`src/mfwr3d_ram.sv`:
```
// ----------------------------------------------------------------------------
// mfwr3d_ram
// Generic simple dual-port RAM, one write and one registered read port.
// ----------------------------------------------------------------------------
module mfwr3d_ram #(
    parameter int WIDTH = 8,
    parameter int DEPTH = 16
) (
    input  logic                     clk,
    input  logic                     wr_en,
    input  logic [$clog2(DEPTH)-1:0] wr_addr,
    input  logic [WIDTH-1:0]         wr_data,
    input  logic                     rd_en,
    input  logic [$clog2(DEPTH)-1:0] rd_addr,
    output logic [WIDTH-1:0]         rd_data
);

    logic [WIDTH-1:0] mem [DEPTH];

    // write port
    always_ff @(posedge clk)
    begin
        if (wr_en)
        begin
            mem[wr_addr] <= wr_data;
        end
    end

    // registered read, old data on a same-address write
    always_ff @(posedge clk)
    begin
        if (rd_en)
        begin
            rd_data <= mem[rd_addr];
        end
    end

endmodule

```
`config.mk`:
```
export PLATFORM = sky130hd
export DESIGN_NAME = mfwr3d_ram
export DESIGN_NICKNAME = d
export VERILOG_FILES = /design/src/mfwr3d_ram.sv
export SDC_FILE = /design/constraint.sdc
export NUM_CORES = 1
export LEC_CHECK = 0
export ABC_AREA = 1
export BUFFER_PORTS_ARGS = -buffer_cell sky130_fd_sc_hd__buf_2
export CAP_MARGIN = 0
export CORE_MARGIN = 2
export CORE_UTILIZATION = 25
export CTS_BUF_LIST = sky130_fd_sc_hd__clkbuf_8 sky130_fd_sc_hd__clkbuf_16
export CTS_CLUSTER_DIAMETER = 60
export DETAILED_ROUTE_END_ITERATION = 10
export HOLD_SLACK_MARGIN = 0.06
export SLEW_MARGIN = 5
export SYNTH_ARGS = -nofsm -noshare
export SYNTH_HDL_FRONTEND = slang
export SYNTH_SLANG_ARGS = --single-unit
```
`constraint.sdc`:
```
create_clock -name clk -period 4 [get_ports clk]
set_clock_uncertainty 0.2 [all_clocks]
set_input_delay 0.8 -clock clk [delete_from_list [all_inputs] [get_ports clk]]
set_output_delay 0.8 -clock clk [all_outputs]
set_load 0.02 [all_outputs]
```
# --- Word-level counts from Yosys, hierarchy flattened ---
# Memories as Yosys holds them, arrays and structs flattened. A register that Yosys moved wholly into a read port is not among the register bits.
# Cells that the tools add are included.
classes:
  n_mux: 2
op_table:
  columns: ["cell", "count"]
  rows:
  - ["1-bit 2-to-1 mux", 2]
word_totals:
  memories: 1
  word_cells: 3
  out_inout_bits: 8
  ramBits: 128
  regBits: 0
  input_bits: 19
memory_table:
  columns: ["name", "words", "word_bits", "rd", "rd_clocked_by_memory_dff", "write_ports", "line", "source"]
  rows:
  - ["mem", 16, 8, 1, 1, 1, "18", "logic [WIDTH-1:0] mem [DEPTH];"]

# --- Logic depth before layout (Yosys ltp) ---
depth:
  word_depth: 2
  ltp_mapped: 8

# --- Least setup slack after synthesis ---
# OpenSTA, ideal clock, no wires.
synth_path:
  path_kind: "input to register"
  from: "input port wr_addr[2]"
  to: "memory mem[10][0] (enable)"
  t_arrival_ns: 1.381
  setup_ns: 0.370
  slack_ns: 2.049
  cell_stages: 2
  n_path_buf: 0
  path_cell_list: "nand3b_1 > nor2_1"
synth_rtl:
  columns: ["item", "line", "source"]
  rows:
  - ["start, declared", "11", "input logic [$clog2(DEPTH)-1:0] wr_addr,"]
  - ["end, declared", "18", null]
# No word-level cell before the write port.

==> results.yml <==
run_status:
  status: "completed"
timing:
  holdWs_ps: 550
  slew_violations: 0
  finalSetupViolCount: 0
  relSlewSlack_pct: 37.3
  tightestPinTransition_ps: 938
  finalSetupTns_ps: 0
  fmax_ghz: 0.461
  finalHoldViolCount: 0
  rsz0062_at_grt: "no"
  post-route-min-period_ps: 2170
  finalCritPeriodShare_pct: 54.2
floorplan:
  coreArea_sq_um: 22800
  initial_core_util_pct: 25.7
  die_h_um: 157
  io_pins: 27
  dieArea_sq_um: 24600
  row_count: 55
  die_x_um: 157
setup_path:
  cpMaxStageDelayCell: "inv_2"
  setup.worst_path.class: "in2reg"
  crit_required_ps: 3970
  cp_max_fo: 20
  r2r_slack_ps: 2610
  endpoint_kind: "register"
  start_kind: "input pin"
  timing.critical_path.mode_cell: "nand3_1"
  slowest_delay_ps: 330
  critPathArrivalTime_ps: 2140
  crit_chain: "buf_2 > inv_2 > buf_4 > nand2_1 > nand3_1 > nand3_1 > nand3_1 > nand2_1"
grt:
  antenna_found_initial: 0
  grt_first_pass_wirelength_mm: 21.6
  grt_overflow: 0
  grt_max_degree: 65
  grt_use_total_pct: 12.2
  grt_pass1_vias: 3721
cts:
  cts_root_buf: "clkbuf_16"
  htreeDepth: 4
  cts_tree: "yes"
  cts_buffer_depth: 2
  cts_setup_buffers: 0
  cts_buffers: 17
  cts_resized: 0
  cts.clk_slew.worst_paths_ps: 60
  clock_latency_ps: 420
  cts_hold_buf: 0
  numClockSinks: 136
drt:
  final_antenna_net_count: 0
  first_pass_iters: 7
  wl_mm: 13.9
  num_vias: 3735
  viasPerCell: 4.14
  drtIter0Drc: 299
  drc: 0
  wl_per_cell_um: 15.4
finish:
  area_growth_pct: 17.2
  n_antenna_cell: 0
  multi_input_area_sq_um: 1210
  final_common_cell: "nand2_1"
  final_layout_size_suffix_gt1_share_pct: 10.5
  nets: 596
  nFillCells: 2334
  seq_area_sq_um: 4080
  layout_common_cells: "173 x nand2_1, 136 x edfxtp_1, 101 x inv_1, 97 x nand3_1, 26 x buf_2"
placed_design:
  gp_congestion: 0.787
  io_buffers: 26
  hpwl_mm: 8.64
synth:
  synth_fp_nets: 570
  synth_seq_area_share_pct: 69.8
  syn_area_per_cell_sq_um: 10.6
  syn_area_sq_um: 5850
  yosysWarnings: 0
  ys_types: 11
  ys_ff_latch: 136
  synthCells: 551
pwr:
  ir_worst_vdd_mv: 0.281
  powerDensity_nw_per_um2: 500
  p_leak_nw: 2.86
  total_power_mw: 3.43
min_path:
  hp-class: "in2reg"
run:
  maxCapViolations: 0
-- cells by family after synthesis --
kind of cell	share of synthesized area (%)
flops	69.8
simple gates	20.8
buf+inv	9.39
-- per-layer routing --
metal  vias to the layer above  track usage [%]  wire length [um]
met5                         -                0                 0
li1                       1836                -                 -
met2                       132             18.0              6070
met4                         0             4.54               192
met1                      1752             16.7              6550
met3                        15             3.83              1100
-- critical path: cells and delay by family --
| kind | cells | cell delay (ps) |
|---|---|---|
| buffers and inverters | 3 | 780 |
| and+or+nand+nor | 5 | 530 |
-- report_power, final --
group | internal, mW | total, mW | switching [mW]
logic | 0.0508 | 0.196 | 0.146
clock network | 1.03 | 1.62 | 0.583
registers | 1.61 | 1.61 | 0.00855
-- path summary, 6_finish.rpt --
kind / cells past startpoint / from / to
worst max register to register: 6 / mem[11][4] / rd_data[4]
worst max-delay path: 8 / rd_addr[0] / rd_data[4]
worst min-delay path: 1 / rd_en / rd_data[5]
worst min register to register: 6 / mem[12][5] / rd_data[5]
-- per-stage QoR --
stage               cell area (sq um)  util [%]  worst slack [ps]  instances
finish                           6850      30.1              1830        903
global route                     6850      30.1              1720        903
floorplan                        5850         -              2050        551
detailed placement               6240      27.4              1400        871
CTS                              6850      30.1              1850        903
global placement                 6240      27.4              1420        871
-- flip-flops by register name, summed over array words and instances (netlist names) --
name and count:
mem 128, rd_data 8
-- cell usage after synthesis --
cell type | number | share of area (%)
buf_6 | 6 | 1.2
buf_2 | 13 | 1.1
buf_4 | 4 | 0.51
inv_1 | 100 | 6.4
nand3_1 | 97 | 8.3
buf_1 | 1 | 0.064
nor2_1 | 17 | 1.1
nand3b_1 | 2 | 0.26
nand2_1 | 173 | 11
inv_2 | 2 | 0.13
edfxtp_1 | 136 | 70
-- area by class of cell --
type,count,share of cell area [%]
Clock buffer,17,6.21
Clock inverter,15,2.70
Inverter,102,5.59
Multi-Input combinational cell,289,17.7
Sequential cell,136,59.6
Tap cell,313,5.72
Timing Repair Buffer,31,2.45
Note: power is estimated with default switching activity, not from simulation.
